[src/sv/tsag_pkg.sv]
`timescale 1ns / 1ps
// tsag_pkg: shared types and constants of the texture span address generator
// no dependencies; imported by the interfaces and every module

package tsag_pkg;

  localparam int unsigned COORD_W = 13;
  localparam int unsigned LEN_W   = 7;
  localparam int unsigned TEX_W   = 8;
  localparam int unsigned REG_W   = 32;
  localparam int unsigned IDX_W   = 3;
  localparam int unsigned ACC_W   = 64;
  localparam int unsigned QDEPTH  = 2;

  typedef enum logic [1:0] {
    MODE_CLAMP  = 2'd0,
    MODE_REPEAT = 2'd1,
    MODE_MIRROR = 2'd2,
    MODE_ZERO   = 2'd3
  } tile_mode_t;

  typedef enum logic [IDX_W-1:0] {
    REG_SCALE_U_BY_X = 3'd0,
    REG_SHEAR_V_BY_X = 3'd1,
    REG_SHEAR_U_BY_Y = 3'd2,
    REG_SCALE_V_BY_Y = 3'd3,
    REG_OFFSET_U     = 3'd4,
    REG_OFFSET_V     = 3'd5,
    REG_TILE_MODE    = 3'd6
  } reg_idx_t;

  typedef struct packed {
    logic signed [REG_W-1:0] a;
    logic signed [REG_W-1:0] b;
    logic signed [REG_W-1:0] c;
    logic signed [REG_W-1:0] d;
    logic signed [REG_W-1:0] e;
    logic signed [REG_W-1:0] f;
    tile_mode_t              mode;
  } cfg_t;

  typedef struct packed {
    logic signed [ACC_W-1:0] u;
    logic signed [ACC_W-1:0] v;
    logic [LEN_W-1:0]        cnt;
  } span_job_t;

endpackage

[src/sv/tsag_queue.sv]
`timescale 1ns / 1ps
// tsag_queue: short job queue between the front and back ends
// depends on tsag_pkg

module tsag_queue import tsag_pkg::*; (
  input  logic      clk,
  input  logic      rst,
  input  logic      push,
  input  span_job_t din,
  output logic      full,
  input  logic      pop,
  output span_job_t dout,
  output logic      empty
);

  localparam int PW = (QDEPTH > 1) ? $clog2(QDEPTH) : 1;
  localparam int CW = $clog2(QDEPTH + 1);

  span_job_t     mem [QDEPTH];
  logic [PW-1:0] wr_ptr;
  logic [PW-1:0] rd_ptr;
  logic [CW-1:0] count;

  assign full  = (count == CW'(QDEPTH));
  assign empty = (count == '0);
  assign dout  = mem[rd_ptr];

  always_ff @(posedge clk) begin
    if (push) begin
      mem[wr_ptr] <= din;
    end
  end

  always_ff @(posedge clk) begin
    if (rst) begin
      wr_ptr <= '0;
      rd_ptr <= '0;
      count  <= '0;
    end else begin
      if (push) begin
        wr_ptr <= (wr_ptr == PW'(QDEPTH - 1)) ? '0 : wr_ptr + 1'b1;
      end
      if (pop) begin
        rd_ptr <= (rd_ptr == PW'(QDEPTH - 1)) ? '0 : rd_ptr + 1'b1;
      end
      if (push && !pop) begin
        count <= count + 1'b1;
      end else if (pop && !push) begin
        count <= count - 1'b1;
      end
    end
  end

endmodule

[config.mk]
export PLATFORM = sky130hd
export DESIGN_NAME = tsag_queue
export DESIGN_NICKNAME = d
export VERILOG_FILES = /design/src/sv/tsag_pkg.sv /design/src/sv/tsag_queue.sv
export SDC_FILE = /design/constraint.sdc
export NUM_CORES = 1
export LEC_CHECK = 0
export ABC_AREA = 0
export ABC_CLOCK_PERIOD_IN_PS = 10150
export BUFFER_PORTS_ARGS = -buffer_cell sky130_fd_sc_hd__buf_4
export CAP_MARGIN = 30
export CORE_MARGIN = 2
export CORE_UTILIZATION = 38
export CTS_CLUSTER_SIZE = 16
export DETAILED_ROUTE_END_ITERATION = 7
export PLACE_DENSITY = 0.6
export SLEW_MARGIN = 0
export SYNTH_ARGS = -nofsm -noshare
export SYNTH_HDL_FRONTEND = slang
export SYNTH_SLANG_ARGS = --single-unit
export TNS_END_PERCENT = 5
[constraint.sdc]
create_clock -name clk -period 10.15 [get_ports clk]
set_input_delay 2.03 -clock clk [delete_from_list [all_inputs] [get_ports clk]]
set_output_delay 2.03 -clock clk [all_outputs]
set_load 0.005 [all_outputs]
After elaboration in Yosys (flattened, before gate mapping)
Memory sizes are Yosys's and may differ from the RTL's. A register that Yosys moved wholly into a read port is not among the register bits.
Cells that the tools add are included.
- add/subtract/negate cells: 4
- equality and inequality tests: 1
- muxes and demuxes: 8
- reduce and logical (&&, ||, !) cells: 6
- operators by type and width (operator ; count):
    2-to-1 mux 1 bit ; 6
    2-to-1 mux 2 bit ; 2
    adder 1 bit, second input constant ; 2
    adder 2 x 1 -> 2 bit, second input constant ; 1
    equality test 2 bit, second input constant ; 1
    logical AND 1 bit ; 2
    zero test 1 bit ; 2
    zero test 2 bit ; 1
    nonzero test 2 bit ; 1
    subtractor 2 x 1 -> 2 bit, second input constant ; 1
- register bits after elaboration: 4
- bits in writable memories: 270
- input port bits: 139
- output and inout port bits: 137
- word-level logic and storage cells: 23
- memories kept: 1
- memory list (name ; words ; bits a word ; rd ports ; clocked after memory_dff ; wr ports ; RTL line ; text):
    mem ; 2 ; 135 ; 1 ; 1 ; 1 ; tsag_queue.sv:19 ; span_job_t mem [QDEPTH];

Longest topological paths before layout
Gate-level depths: netlist of run 1.
- depth after elaboration: 4
- gate-level depth with buffers: 5

Worst setup path before layout of run 1
Ideal clock, no wire load.
- kind: input to register
- from: in push
- to: mem mem[0][0] in the netlist's numbering (enable)
- setup time: 0.647 ns
- arrival time: 7.877 ns
- required time: 9.503 ns
- path slack: 1.626 ns
- stages: 1
- cell sequence: nor2b_1
- cells in the longest elaborated chain, start to end: 2
- RTL lines (item ; RTL line ; text):
    from (decl) ; tsag_queue.sv:8 ; input logic push,
    2-to-1 mux 1 bit ; tsag_queue.sv:29 ; if (push) begin
    2-to-1 mux 1 bit (not written as such) ; tsag_queue.sv:30 ; mem[wr_ptr] <= din;
    to (decl) ; tsag_queue.sv:19 ;
Every way passes these cells.

==> results by group, run 1 <==
Flow run
  – Maxcap violations: 0

Clocking
  – Clk sinks: about 280
  – CTS resizes: 0
  – Clock buffer count from CTS: 29
  – Setup bufs post-CTS: 0
  – Post-CTS Hold Buffers: 0
  – H-Tree Depth: 1
  – CTS max path bufs: 3
  – Clock slew at the register clock pins of the worst setup and hold paths: 0.06 ns
  – TritonCTS clock tree: built
  – Clock root cell: clkbuf_16
  – Worst skew pair latency: around 0.52 ns

Global routing
  – Initial antenna violation count: 0
  – Vias in the first global route: 5398
  – Aggregate global-route resource usage: 13.8%
  – First-pass GRT wire length: 30.2 mm
  – Total gr overflow: 0
  – Pin count of the biggest net entering global routing: 63

Layout
  – Antenna Cells: 0
  – Fin util: 52.0%
  – Area Growth Syn to Fin: 33.9%
  – Commonest non-fill, non-tap cell in the layout: buf_4
  – Commonest cells after routing, fill and taps aside: buf_4, edfxtp_1, mux2_2
  – Nets@finish: roughly 880
  – Share of layout cells above drive strength 1: 60.3%

Power
  – Sw Ratio: 20.4%
  – Internal: 2.13 mW
  – Comb pwr share: 11.7%
  – Pleak: 5.16 nW
  – Maximum VDD drop: 0.155 mV
  – Clk pwr share: a little under two fifths
  – Seq pwr share: about half
  – P_sw: 0.547 mW
  – Pwr dens: ~200 nW/um2

Timing
  – Pins Over Slew Limit: 0
  – Clock Skews: 0.0108 ns
  – Slew HR: 48.5%
  – Slew @ Worst Pin: 0.772 ns
  – Min Hold Slack: 0.539 ns
  – Fin crit share: between 40% and 50%
  – Unrepaired setup endpoints after global routing: false
  – Setup Total Neg Slack: 0 ns
  – Final Hold Viols: 0
  – Fmax: 0.208 GHz
  – Final Setup Violations: 0
  – Tmin final: between 4 and 5 ns

Worst setup path
  – Data arrival, critical path: 2.77 ns
  – R2R Setup Slk: 7.79 ns
  – CP Buf/Inv Count: 4
  – CP max stage cell: dfxtp_4
  – CP startpoint kind: register
  – Critical path peak fanout: 43
  – Crit path required time: 8.12 ns
  – Cells along the critical path: buf_16, buf_4, buf_16, mux2_2, buf_4
  – Worst Path Class, Setup: reg -> out
  – Delay of the slowest critical-path stage: 0.61 ns
  – Crit path max-delay family: buffers and inverters
  – CP Capture Type: output port

Placed design
  – IO buf count: between 200 and 300
  – Gpl congestion: 0.747
  – Hpwl dp: 13.8 mm

Routing
  – ANT nets after route: 0
  – Detailed-router iteration count before antenna repair: 8
  – Post-Route WL: 20.4 mm
  – Vias/cell: ~4.7
  – Vias: 5135
  – Detailed Route Iter0 Violations: 272
  – DRC violations left: 23
  – Routed len/inst: 18.6 um

Synth
  – Synth area leader: edfxtp_1
  – Synth Cell Area: 10100 um2
  – Mean Syn Cell Area: 22.9 um2
  – Sequential share of the synthesized area: 80.9%
  – Yosys warns: 0
  – Post-Syn Nets: 582
  – Yosys reg bits: around 280
  – Area share of the largest cell type after synthesis: 80.0%
  – Synth Instances: 442
  – Distinct cells, synth: 16
  – Top post-synthesis cells by area: edfxtp_1, mux2_2, mux2_4, dfxtp_1, buf_6

Floorplanning
  – Starting Density: 38.8%
  – Die Ht: 167 um
  – Die Width: between 150 and 200 um
  – Full die area: roughly 28000 um2
  – Number of I/O pins: between 200 and 300
  – Row cnt: 59
  – Core area: between 20000 and 30000 um2

Outcome
  – Outcome: finished, violations left
  – Failing checks: design-rule violations

Hold path
  – Worst min path class: reg -> reg
==> cells in the mapped netlist <==
cell type,n
edfxtp_1,270
mux2_2,85
mux2_4,50
buf_2,8
buf_6,7
dfxtp_1,5
nor2_1,5
nor2b_1,2
xnor2_1,2
xor2_1,2
a21oi_1,1
and2_1,1
ha_1,1
inv_1,1
o21ai_0,1
or3_1,1
==> state kept, by name, indices dropped and copies added, names as in the netlist, named ones only <==
signal,cells
count,2
mem,270
wr_ptr,1
rd_ptr,1
==> routing by layer <==
| layer | global-route usage [%] | vias up | routed length (um) |
|---|---|---|---|
| met3 | 3.83 | 35 | 1990 |
| met4 | 4.08 | 0 | 443 |
| met5 | 0 | - | 0 |
| met2 | 22.4 | 209 | 9450 |
| met1 | 18.3 | 2540 | 8480 |
| li1 | - | 2351 | - |
==> per-stage QoR <==
step / total power, mW / instance area (um2) / cells / setup slack (ns)
detailed placement: 1.69 / 12700 / 1045 / 5.83
floorplan: 1.52 / 10100 / 442 / 1.63
global placement: 1.67 / 12500 / 1041 / 5.48
global route: 2.79 / 13600 / 1095 / 5.18
CTS: 2.71 / 13600 / 1095 / 5.26
finish: 2.68 / 13600 / 1095 / 5.35
==> final timing paths <==
check | from | to | depth (start not counted)
setup / recovery | register | dout[124] | 5
hold / removal | rd_ptr | rd_ptr | 2
setup reg to reg | wr_ptr | mem[1][55] | 3
hold reg to reg | rd_ptr | rd_ptr | 2
==> power groups by stage <==
stage | clock network [mW] | registers [mW] | logic, mW
5_1_grt | 1.10 | 1.35 | 0.336
6_report | 1.02 | 1.35 | 0.314
3_5_place_dp | 0 | 1.37 | 0.319
3_3_place_gp | 0 | 1.38 | 0.298
4_1_cts | 1.05 | 1.35 | 0.320
2_1_floorplan | 0 | 1.37 | 0.147
==> layout make-up <==
type / instances / area (um2)
clock inverter: 14 / 166
timing repair buffer: 283 / 2200
clock buffer: 36 / 752
tap: 335 / 419
fill: 2163 / 12600
inverter: 1 / 3.75
sequential: 275 / 8210
multi-input combinational: 151 / 1820
==> logic make-up after synthesis <==
group	share of synthesized area (%)
AOI/OAI and AO/OA	0.0986
buffers and inverters	1.21
adders and majority gates	0.123
xor gates and xnor gates	0.346
and+or+nand+nor	0.432
muxes	16.8
DFF	80.9
==> tightest hold or removal path, delay by kind of cell (launching register included) <==
kind          cells  cell delay [ns]
xor+xnor          1             0.09
simple gates      1             0.09
flops             1             0.33
No activity file was read; power rests on OpenSTA's default activity.
==> run 2, diff against run 1 <==
- ABC_CLOCK_PERIOD_IN_PS: 10150 -> 4500
- clock period: 10.15 -> 4.5 ns (I/O delays scaled with it)
==> run 2 against run 1 <==
The flow still finishes with violations (design-rule violations). Power is 120% higher. Register-to-register slack worse by 5.2 ns. First-iteration DRC count is 17% lower. Global-route usage is 0.12 points lower. Clock skew is 0.0026 ns lower. Via count is 1.5% lower. Critical path depth is 2 lower. Wire length is 2.7% lower. Sequential power is 130% higher. Final cell count is 0.27% lower. Final area is 0.64% lower. Highest routed layer unchanged.
==> results by group, run 2 (same netlist as run 1, synthesis figures left out) <==
Outcome
  – Outcome: finished, violations left
  – Failing checks: design-rule violations

Worst setup path
  – Data arrival, critical path: around 2.2 ns
  – CP max stage cell: dfxtp_4
  – Critical path peak fanout: 29
  – Delay of the slowest critical-path stage: 0.67 ns
  – Worst Path Class, Setup: reg -> out
  – Crit path required time: 3.60 ns
  – RR Startpoint: wr_ptr
  – CP startpoint kind: register
  – Most used cell, CP: buf_4
  – CP Capture Type: output port
  – Cells along the critical path: buf_4, mux2_2, buf_4

Global routing
  – First-pass GRT wire length: 30.0 mm
  – Total gr overflow: 0
  – Initial antenna violation count: 0
  – Pin count of the biggest net entering global routing: around 140
  – Vias in the first global route: about 5.5k
  – Aggregate global-route resource usage: a little over an eighth

Floorplanning
  – Die Width: 167 um
  – Starting Density: 38.8%
  – Core area: 26100 um2
  – Full die area: 28000 um2
  – Number of I/O pins: around 280
  – Row cnt: between 50 and 60
  – Die Ht: 167 um

Timing
  – Tmin final: 3.13 ns
  – Clock Skews: 0.00821 ns
  – Slew HR: between 40% and 50%
  – Setup Total Neg Slack: 0 ns
  – Pins Over Slew Limit: 0
  – Unrepaired setup endpoints after global routing: false
  – Final Setup Violations: 0
  – Slew @ Worst Pin: 0.791 ns
  – Final Hold Viols: 0
  – Fin crit share: 69.5%
  – Fmax: between 0.3 and 0.4 GHz
  – Min Hold Slack: 0.516 ns

Hold path
  – Hold_sp: count[1]
  – Worst min path class: reg -> reg

Clocking
  – Post-CTS Hold Buffers: 0
  – Clock slew at the register clock pins of the worst setup and hold paths: 0.06 ns
  – H-Tree Depth: 1
  – TritonCTS clock tree: built
  – Clock buffer count from CTS: 29
  – Worst skew pair latency: 0.53 ns
  – Clock root cell: clkbuf_16
  – CTS resizes: 0
  – Clk sinks: 275
  – Setup bufs post-CTS: 0
  – CTS max path bufs: 3

Routing
  – Vias/cell: 4.63
  – ANT nets after route: 0
  – Post-Route WL: 19.8 mm
  – Detailed Route Iter0 Violations: 227
  – Vias: 5059
  – DRC violations left: 20
  – Detailed-router iteration count before antenna repair: 6
  – Routed len/inst: 18.1 um

Placed design
  – Gpl congestion: a little over 0.7
  – DP Cell Count: 1043
  – IO buf count: 275
  – Hpwl dp: 13.1 mm

Layout
  – Nets@finish: 879
  – Top flop regs: mem (270), count (2)
  – Share of layout cells above drive strength 1: 60.4%
  – Final Instance Count excl. Fillers: 1092
  – Flip-flop count of the largest register after layout: 270
  – Commonest cells after routing, fill and taps aside: buf_4, edfxtp_1, mux2_2
  – Fin util: 51.6%
  – Area Growth Syn to Fin: 33.0%
  – Antenna Cells: 0
  – Commonest non-fill, non-tap cell in the layout: buf_4
  – Most flops, register: mem

Power
  – Pwr dens: 441 nW/um2
  – Maximum VDD drop: 0.318 mV
  – Pleak: just over 5 nW

Flow run
  – Maxcap violations: 0
-- run 2: layer usage --
| layer | global-route usage (%) | part of all wire, % | wire, um | up-vias |
|---|---|---|---|---|
| li1 | - | - | - | 2345 |
| met1 | 16.7 | 39 | 7690 | 2488 |
| met2 | 23.5 | 49 | 9780 | 196 |
| met3 | 4.42 | 9.8 | 1940 | 30 |
| met4 | 3.74 | 2.0 | 398 | 0 |
| met5 | 0 | 0 | 0 | - |
-- run 2: power breakdown --
group / leakage (nW) / internal, mW / switching, mW
clock: 0.435 / 1.33 / 0.885
sequential: 2.58 / 2.99 / 0.0481
combinational: 2.11 / 0.411 / 0.281
total: 5.12 / 4.74 / 1.21
-- run 2: area by class of cell --
type	count	area, um2
fillers	2115	12600
inverters	1	3.75
flip-flops and latches	275	8210
clock inverters	16	149
repair buffers	281	2150
well taps	335	419
clock buffers	33	741
multi-input cells	151	1820
-- run 2: worst paths after layout --
| path | depth (start not counted) | to | slack, ns |
|---|---|---|---|
| max | 3 | dout[43] | 1.37 |
| min | 2 | count[1] | 0.52 |
| max reg2reg | 2 | mem[1][81] | 2.59 |
| min reg2reg | 2 | count[1] | 0.52 |
-- run 2: critical path, delay by kind of cell (launching register included) --
kind     cells  cell delay, ns
mux          1            0.41
flops        1            0.67
buf+inv      2            0.61
-- run 2: through the flow --
step / power (mW) / setup slack [ns] / cell area (um2)
6_report: 5.95 / 1.37 / 13500
5_1_grt: 6.21 / 1.24 / 13500
3_3_place_gp: 3.78 / 1.88 / 12600
3_5_place_dp: 3.80 / 1.85 / 12600
2_1_floorplan: 3.41 / 0.0173 / 10100
4_1_cts: 6.05 / 1.27 / 13500
