<file path="src/sv/tsag_pkg.sv">
`timescale 1ns / 1ps
// tsag_pkg: shared types and constants of the texture span address generator
// no dependencies; imported by the interfaces and every module

package tsag_pkg;

  localparam int unsigned COORD_W = 13;
  localparam int unsigned LEN_W   = 7;
  localparam int unsigned TEX_W   = 8;
  localparam int unsigned REG_W   = 32;
  localparam int unsigned IDX_W   = 3;
  localparam int unsigned ACC_W   = 64;
  localparam int unsigned QDEPTH  = 2;

  typedef enum logic [1:0] {
    MODE_CLAMP  = 2'd0,
    MODE_REPEAT = 2'd1,
    MODE_MIRROR = 2'd2,
    MODE_ZERO   = 2'd3
  } tile_mode_t;

  typedef enum logic [IDX_W-1:0] {
    REG_SCALE_U_BY_X = 3'd0,
    REG_SHEAR_V_BY_X = 3'd1,
    REG_SHEAR_U_BY_Y = 3'd2,
    REG_SCALE_V_BY_Y = 3'd3,
    REG_OFFSET_U     = 3'd4,
    REG_OFFSET_V     = 3'd5,
    REG_TILE_MODE    = 3'd6
  } reg_idx_t;

  typedef struct packed {
    logic signed [REG_W-1:0] a;
    logic signed [REG_W-1:0] b;
    logic signed [REG_W-1:0] c;
    logic signed [REG_W-1:0] d;
    logic signed [REG_W-1:0] e;
    logic signed [REG_W-1:0] f;
    tile_mode_t              mode;
  } cfg_t;

  typedef struct packed {
    logic signed [ACC_W-1:0] u;
    logic signed [ACC_W-1:0] v;
    logic [LEN_W-1:0]        cnt;
  } span_job_t;

endpackage

</file>
<file path="src/sv/texel_if.sv">
`timescale 1ns / 1ps
// texel_if: texel coordinate channel, valid/ready with tex_u, tex_v, last
// depends on tsag_pkg

interface texel_if import tsag_pkg::*; ();
  logic             valid;
  logic             ready;
  logic [TEX_W-1:0] tex_u;
  logic [TEX_W-1:0] tex_v;
  logic             last;

  modport source (output valid, output tex_u, output tex_v, output last, input ready);
  modport sink   (input valid, input tex_u, input tex_v, input last, output ready);
endinterface

</file>
<file path="src/sv/tsag_lane.sv">
`timescale 1ns / 1ps
// tsag_lane: five-stage tiling of one Q32.32 coordinate against a bound
// depends on tsag_pkg; instantiated twice by tsag_back

module tsag_lane import tsag_pkg::*; #(
  parameter int BOUND = 256
) (
  input  logic                    clk,
  input  logic                    en,
  input  tile_mode_t              mode,
  input  logic signed [ACC_W-1:0] n,
  output logic [TEX_W-1:0]        res
);

  localparam int DW = $clog2(2 * BOUND + 1);
  localparam int RW = (DW > TEX_W) ? DW : TEX_W;
  localparam logic [31:0]   M_REP = 32'((64'd1 << 31) / BOUND);
  localparam logic [31:0]   M_MIR = 32'((64'd1 << 31) / (2 * BOUND));
  localparam logic [DW-1:0] D_REP = DW'(BOUND);
  localparam logic [DW-1:0] D_MIR = DW'(2 * BOUND);
  localparam logic [63:0]   HALF  = 64'd1 << 31;

  logic signed [ACC_W-1:0] n1;
  logic signed [ACC_W-1:0] t1;
  logic [30:0]             x2;
  logic                    neg2;
  logic [30:0]             x2_next;
  logic                    neg2_next;
  logic signed [31:0]      f1;
  logic [ACC_W-1:0]        at1;
  logic [62:0]             prod3;
  logic [30:0]             x3;
  logic                    neg3;
  logic [30:0]             qd4;
  logic [30:0]             x4;
  logic                    neg4;
  logic [30:0]             r0;
  logic [DW-1:0]           r5;
  logic [30:0]             x5;
  logic                    neg5;
  logic [DW-1:0]           dsel;
  logic [RW-1:0]           res_w;

  assign dsel = (mode == MODE_MIRROR) ? D_MIR : D_REP;
  assign f1   = t1[63:32];
  assign at1  = t1[63] ? 64'(-t1) : 64'(t1);
  assign r0   = x4 - qd4;

  always_comb begin
    x2_next   = '0;
    neg2_next = 1'b0;
    unique case (mode)
      MODE_CLAMP: begin
        x2_next   = n1[62:32];
        neg2_next = n1[63];
      end
      MODE_REPEAT: begin
        neg2_next = t1[63];
        x2_next   = t1[63] ? 31'(-f1) : f1[30:0];
      end
      MODE_MIRROR: begin
        x2_next   = at1[62:32];
      end
      MODE_ZERO: begin
        x2_next   = '0;
      end
      default: begin
        x2_next   = '0;
      end
    endcase
  end

  always_ff @(posedge clk) begin
    if (en) begin
      n1    <= n;
      t1    <= n + $signed(HALF);
      x2    <= x2_next;
      neg2  <= neg2_next;
      prod3 <= 63'(x2) * 63'((mode == MODE_MIRROR) ? M_MIR : M_REP);
      x3    <= x2;
      neg3  <= neg2;
      qd4   <= 31'(prod3[61:31] * dsel);
      x4    <= x3;
      neg4  <= neg3;
      r5    <= (r0[DW:0] >= {1'b0, dsel}) ? DW'(r0[DW:0] - {1'b0, dsel}) : r0[DW-1:0];
      x5    <= x4;
      neg5  <= neg4;
    end
  end

  always_comb begin
    res_w = '0;
    unique case (mode)
      MODE_CLAMP: begin
        if (neg5) begin
          res_w = '0;
        end else if (x5 > 31'(BOUND - 1)) begin
          res_w = RW'(BOUND - 1);
        end else begin
          res_w = RW'(x5);
        end
      end
      MODE_REPEAT: begin
        if (neg5 && (r5 != '0)) begin
          res_w = RW'(D_REP - r5);
        end else begin
          res_w = RW'(r5);
        end
      end
      MODE_MIRROR: begin
        if (r5 > DW'(BOUND - 1)) begin
          res_w = RW'(DW'(2 * BOUND - 1) - r5);
        end else begin
          res_w = RW'(r5);
        end
      end
      MODE_ZERO: begin
        res_w = '0;
      end
      default: begin
        res_w = '0;
      end
    endcase
  end

  assign res = res_w[TEX_W-1:0];

endmodule

</file>
<file path="src/sv/tsag_back.sv">
`timescale 1ns / 1ps
// tsag_back: steps u and v along a span and tiles them, one beat per cycle while the texel sink accepts
// depends on tsag_pkg, texel_if and tsag_lane; drains tsag_queue

module tsag_back import tsag_pkg::*; #(
  parameter int TEX_WIDTH  = 256,
  parameter int TEX_HEIGHT = 256
) (
  input  logic      clk,
  input  logic      rst,
  input  cfg_t      cfg,
  input  span_job_t job,
  input  logic      empty,
  output logic      pop,
  texel_if.source   texel
);

  localparam int NST = 5;

  logic                    active;
  logic signed [ACC_W-1:0] u;
  logic signed [ACC_W-1:0] v;
  logic [LEN_W-1:0]        rem;
  logic signed [ACC_W-1:0] du;
  logic signed [ACC_W-1:0] dv;
  logic                    adv;
  logic [NST-1:0]          vld;
  logic [NST-1:0]          lst;
  logic [TEX_W-1:0]        res_u;
  logic [TEX_W-1:0]        res_v;

  assign du  = $signed({{16{cfg.a[REG_W-1]}}, cfg.a, 16'h0000});
  assign dv  = $signed({{16{cfg.b[REG_W-1]}}, cfg.b, 16'h0000});
  assign adv = !texel.valid || texel.ready;
  assign pop = !active && !empty;

  tsag_lane #(.BOUND(TEX_WIDTH)) u_lane_u (
    .clk  (clk),
    .en   (adv),
    .mode (cfg.mode),
    .n    (u),
    .res  (res_u)
  );

  tsag_lane #(.BOUND(TEX_HEIGHT)) u_lane_v (
    .clk  (clk),
    .en   (adv),
    .mode (cfg.mode),
    .n    (v),
    .res  (res_v)
  );

  always_ff @(posedge clk) begin
    if (rst) begin
      active      <= 1'b0;
      vld         <= '0;
      texel.valid <= 1'b0;
    end else begin
      if (pop) begin
        u      <= job.u;
        v      <= job.v;
        rem    <= job.cnt;
        active <= 1'b1;
      end else if (active && adv) begin
        u   <= u + du;
        v   <= v + dv;
        rem <= rem - 1'b1;
        if (rem == LEN_W'(1)) begin
          active <= 1'b0;
        end
      end
      if (adv) begin
        vld         <= {vld[NST-2:0], active};
        lst         <= {lst[NST-2:0], rem == LEN_W'(1)};
        texel.valid <= vld[NST-1];
        texel.last  <= lst[NST-1];
        texel.tex_u <= res_u;
        texel.tex_v <= res_v;
      end
    end
  end

endmodule

</file>
<file path="src/flat_wrapper.sv">
// flat-port wrapper written by rule: the top's interface ports become plain ports
module tsag_back_flat import tsag_pkg::*;
#(
  parameter int TEX_WIDTH  = 256,
  parameter int TEX_HEIGHT = 256
)
  (clk, rst, cfg, job, empty, pop, texel_valid, texel_tex_u, texel_tex_v, texel_last, texel_ready);
  texel_if texel_i ();
  input  logic clk;
  input  logic rst;
  input  cfg_t cfg;
  input  span_job_t job;
  input  logic empty;
  output logic pop;
  output wire logic [$bits(texel_i.valid)-1:0] texel_valid;
  output wire logic [$bits(texel_i.tex_u)-1:0] texel_tex_u;
  output wire logic [$bits(texel_i.tex_v)-1:0] texel_tex_v;
  output wire logic [$bits(texel_i.last)-1:0] texel_last;
  input wire logic [$bits(texel_i.ready)-1:0] texel_ready;
  assign texel_valid = texel_i.valid;
  assign texel_tex_u = texel_i.tex_u;
  assign texel_tex_v = texel_i.tex_v;
  assign texel_last = texel_i.last;
  assign texel_i.ready = texel_ready;
  tsag_back #(.TEX_WIDTH(TEX_WIDTH), .TEX_HEIGHT(TEX_HEIGHT)) u_core (.clk(clk), .rst(rst), .cfg(cfg), .job(job), .empty(empty), .pop(pop), .texel(texel_i));
endmodule
</file>
<file path="config.mk">
export PLATFORM = sky130hd
export DESIGN_NAME = tsag_back_flat
export DESIGN_NICKNAME = d
export VERILOG_FILES = /design/src/sv/tsag_pkg.sv /design/src/sv/texel_if.sv /design/src/sv/tsag_lane.sv /design/src/sv/tsag_back.sv /design/src/flat_wrapper.sv
export SDC_FILE = /design/constraint.sdc
export NUM_CORES = 1
export LEC_CHECK = 0
export ABC_AREA = 1
export BUFFER_PORTS_ARGS = -buffer_cell sky130_fd_sc_hd__buf_4
export CAP_MARGIN = 10
export CORE_ASPECT_RATIO = 0.5
export CORE_UTILIZATION = 40
export DETAILED_ROUTE_END_ITERATION = 12
export PLACE_DENSITY_LB_ADDON = 0.3
export SLEW_MARGIN = 20
export SYNTH_ARGS = -nofsm -noshare
export SYNTH_HDL_FRONTEND = slang
export SYNTH_HIERARCHICAL = 1
export SYNTH_SLANG_ARGS = --single-unit
</file>
<file path="constraint.sdc">
create_clock -name clk -period 24.9 [get_ports clk]
set_clock_uncertainty 0.1 [all_clocks]
set_input_delay 4.98 -clock clk [delete_from_list [all_inputs] [get_ports clk]]
set_output_delay 4.98 -clock clk [all_outputs]
set_load 0.05 [all_outputs]
</file>
# Word level (Yosys, flattened, before mapping)
# Index checks and enable logic that the tools add are counted.
# op_classes
add_sub_neg	17
n_mux	31
mul	4
shift	0
div	0
bitwise_logic	1
order_cmp	6
n_eq_ne	4
reduce_logical	16
# op_table
cell	n
$mux W64	4
$pmux W31 S4	2
$add A64 B33 Y64 const B	2
$add A64 B48 Y64	2
$mux W63	2
$neg A63 Y63	2
$mul A31 B24 Y55	2
$mux W8	8
$pmux W8 S4	2
$gt A31 B8 Y1 const B	2
$mux W31	2
$neg A31 Y31	2
$mul A31 B10 Y11	1
$mux W10	3
$mul A24 B10 Y11	1
$mux W24	1
$ge A11 B10 Y1	2
$sub A11 B11 Y11	2
$gt A10 B8 Y1 const B	2
$reduce_bool A10 Y1	2
$sub A10 B10 Y10	2
$sub A1 B8 Y8 const A	2
$sub A8 B8 Y8 const A	2
$mux W7	2
other kinds (13)	25
# totals
in_bits	333
register_bits	835
romBits	0
mem_count	0
latch_bits	0
ram_bits	0

# Depth between registers and ports, before layout
# logic_depth
word_depth	5
mapped_depth	19
ltp_nobuf	17

# Modules after synthesis
# Netlist, hierarchy kept.
# modules_own_cells
module	cells_each	area_each_um2	n_inst	seq_area_each_um2
tsag_back	2372	15120.8	1	4854.7
tsag_lane (u_core.u_lane_u)	1269	12304.3	1	7116.8
tsag_lane (u_core.u_lane_v)	1219	11972.7	1	7116.8

# Worst setup path before layout
# No wires, ideal clock.
# synth_path
path_kind	input port to flip-flop
from	input texel_ready
to	register u_core.u_lane_u.n1[0] (enable)
n_path_buf	0
setup_time_ns	0.823
path_slack_ns	9.715
path_stages	2
required_ns	23.977
arrival_time_ns	14.262
cell_sequence	nor2_1 inv_1
# synth_between
elab_chain_cells	1
# synth_rtl
item	line	text
start, declared	flat_wrapper.sv:19	input wire logic [$bits(texel_i.ready)-1:0] texel_ready;
$logic_or A1 B1 Y1	tsag_back.sv:34	assign adv = !texel.valid || texel.ready;
named net u_core.adv	tsag_back.sv:26	logic adv;
end signal, assigned	tsag_lane.sv:75	n1 <= n;
end, declared	tsag_lane.sv:23	logic signed [ACC_W-1:0] n1;
# The timed path passes the listed nets, and every way through them passes these cells.
# A chain may end at the register's enable or synchronous reset.

# Worst setup path after layout
# layout_path
from	input empty
to	output pop
# layout_between
elab_chain_cells	2
# layout_rtl
item	line	text
start, declared	flat_wrapper.sv:13	input logic empty;
$logic_not A1 Y1	tsag_back.sv:35	assign pop = !active && !empty;
$logic_and A1 B1 Y1	tsag_back.sv:35	
end, declared	flat_wrapper.sv:14	output logic pop;
# No other way between the ends.

==> results.yml <==
outcome:
  status: "finished clean"
timing:
  setup_total_negative_slack_ns: 0
  fin_hold_ws_ns: 0.312
  final-hold-violation-count: 0
  slew_viol_final: 0
  period_needed_ns: 10.57
  tightest_slew_ns: 1.07
  finalCritPeriodShare_pct: 42.4
  rsz0062_at_grt: "false"
  setup_viol: 0
  slew_headroom_pct: 28.4
  max_freq_ghz: 0.0946
logic_synthesis:
  synth_top_family_by_area: "simple AND/OR/NAND/NOR gates"
  seq_area_frac_synth_pct: 48.5
  syn_area_per_cell_um2: 8.11
  synth_cell_types: 52
  synth_seq_cells: 638
  synth_warnings: 6
  synth_compound_area_share_pct: 4.23
  synth_area_leader_cell: "edfxtp_1"
  synth-xor-area-share_pct: 2.95
  syn_inst: 4860
  synth_fa_ha_area_share_pct: 6.05
  synth-simple-area-share_pct: 31.0
  muxShareOfSynthArea_pct: 0
  netlist_area_um2: 39400
  synthTopCellsByArea: "edfxtp_1 48%, nand2_1 15%, inv_1 6.2%"
  synth_top_area_share_pct: 48.1
clock_network:
  postCtsHoldBufs: 0
  cts_buffer_depth: 3
  cts.reportedPaths.clkPinSlew_ns: 0.07
  cts-htree-levels: 2
  cts_tree: "done"
  cts_buffers: 61
  clk_latency_ns: 0.69
  clock-sinks: 638
  cts_root_buffer: "clkbuf_16"
  cts.repair.resized: 0
  post_cts_buffers: 0
die:
  fp.dieH_um: 224
  die_area_um2: 99800
  core_area_um2: 96500
  ioPinCount: 352
  initial_utilization_pct: 40.8
  die_w_um: 446
  fp-row-count: 80
global_route:
  antenna_found_initial: 2
  first_global_vias: 30500
  overflow: 0
  gr-usage-all-layers_pct: 24.0
  grt_max_degree: 204
  grt_pass1_wl_mm: 182
power_and_ir_drop:
  power_switching_w: 0.00100
  p_seq_share_pct: 45.7
  cell_internal_pwr_w: 0.00218
  ir_drop_v: 0.0000583
  leakagePower_nw: 20.4
  p_comb_share_pct: 21.6
  clock_power_share_pct: 32.7
  powerDensity_nw_per_um2: 71.0
  power.total_w: 0.00319
  swShare_pct: 31.5
flow_run:
  cap_viol_max_count: 0
drt:
  ant_nets: 0
  vias_per_cell: 5.12
  routedWlPerCell_um: 18.8
  finalWirelength_mm: 121
  drc: 0
  vias: 33100
  drt_pass1_iterations: 6
  detail_route.iter0.violations: 3119
placed_design:
  io_buffers: 223
  place_congestion: 0.990
  hpwlAfterDp_mm: 96.1
  place_area_um2: 42600
final_layout:
  fin_util_pct: 46.5
  multi_input_area_um2: 17500
  nets: 5610
  finalInstanceArea_um2: 44800
  drive_gt1_share_pct: 11.6
  mostFrequentLayoutCell: "nand2_1"
  mostFrequentLayoutCells: "1577 x nand2_1, 644 x inv_1, 631 x edfxtp_1"
  area_delta_synth_final_pct: 13.8
  seqCellArea_um2: 19100
  nFillCells: 9399
critical_path:
  r2r_cells: 14
  start_kind: "input port"
  crit_fanout: 2
  required_ns: 19.82
  end_kind: "output port"
  critPathArrivalTime_ns: 5.49
  worstReg2RegStart: "u_core/u_lane_u/x2[9]"
  crit_start: "empty"
  crit_type: "input port to output port"
hold_path:
  hold_start: "u_core/u[15]"
  hold_path.class: "flop to flop"
  holdPathStages: 0
[cell families (layout without fill, tap and decap cells)]
family	after synthesis	after routing
fa+ha+maj	188	188
compound gates	310	310
other cells	2	9
buf+inv	763	1038
flops	638	638
simple gates	2827	2827
xor+xnor	132	132
[area by class of cell]
type                            count  share of cell area (%)
Timing Repair Buffer              240                    4.05
Inverter                          683                    5.74
Clock inverter                     38                    1.32
Tap cell                         1312                    3.66
Clock buffer                       77                    3.65
Multi-Input combinational cell   3465                    39.0
Sequential cell                   638                    42.6
Antenna cell                        1                 0.00558
[per-layer routing]
layer	routed length (µm)	vias up	GRT usage, %
met3	9900	146	3.13
met2	51100	1239	35.9
met4	2520	2	5.56
met5	17	-	0
li1	-	16200	-
met1	57800	15500	36.6
[critical path, stage by stage]
cell	delay [ns]
buf_4	0.12
nor2_4	0.12
buf_4	0.25
[synth_stat cells (all sizes together)]
cell	number
buf	25
dfxtp	7
a31oi	2
nor4	14
xor2	67
nand2	1630
o211ai	7
a21o	4
a21oi	129
nand3b	22
o21ai	153
o21a	4
clkinv	4
nor2	599
nand4	48
fa	4
o21bai	7
or2	32
xnor2	65
inv	679
nand3	430
a221oi	1
edfxtp	631
a41oi	1
ha	184
o31ai	1
and3	1
conb	2
nor4b	1
and2	3
a22oi	1
nor3	47
clkbuf	55
[power by group through the flow]
stage	Clock, W	Combinational, W	Sequential [W]
floorplan	0	0.000468	0.00143
global placement	0	0.000665	0.00147
detailed placement	0	0.000677	0.00147
CTS	0.00107	0.000681	0.00145
global route	0.00110	0.000770	0.00147
finish	0.00104	0.000688	0.00145
[sequential cells by signal (all words and copies together) (netlist names), 10 cells and up]
| register | cells |
|---|---|
| u_core/v | 64 |
| u_core/u_lane_u/x5 | 28 |
| u_core/u_lane_u/n1 | 63 |
| u_core/u_lane_u/x3 | 31 |
| u_core/u_lane_u/x4 | 31 |
| u_core/u_lane_v/t1 | 33 |
| u_core/u_lane_v/x4 | 31 |
| u_core/u_lane_v/x5 | 28 |
| u_core/u | 64 |
| u_core/u_lane_u/x2 | 31 |
| u_core/u_lane_u/r5 | 10 |
| u_core/u_lane_v/x2 | 31 |
| u_core/u_lane_v/r5 | 10 |
| u_core/u_lane_u/t1 | 33 |
| u_core/u_lane_v/n1 | 63 |
| u_core/u_lane_v/x3 | 31 |
[metrics by stage]
| stage | setup slack [ns] | std cells |
|---|---|---|
| 6_report | 14.33 | 6454 |
| 5_1_grt | 14.31 | 6453 |
| 4_1_cts | 14.32 | 6453 |
| 3_5_place_dp | 14.32 | 6338 |
| 3_3_place_gp | 14.32 | 6338 |
| 2_1_floorplan | 9.71 | 4866 |
[worst paths after layout]
path | slack [ns] | end
worst max register to register | 21.05 | u_core/u_lane_u/prod3[33]
worst min-delay path | 0.31 | u_core/u_lane_u/n1[15]
worst min register to register | 0.31 | u_core/u_lane_u/n1[15]
worst max-delay path | 14.33 | pop
(Power assumes the default switching activity.)
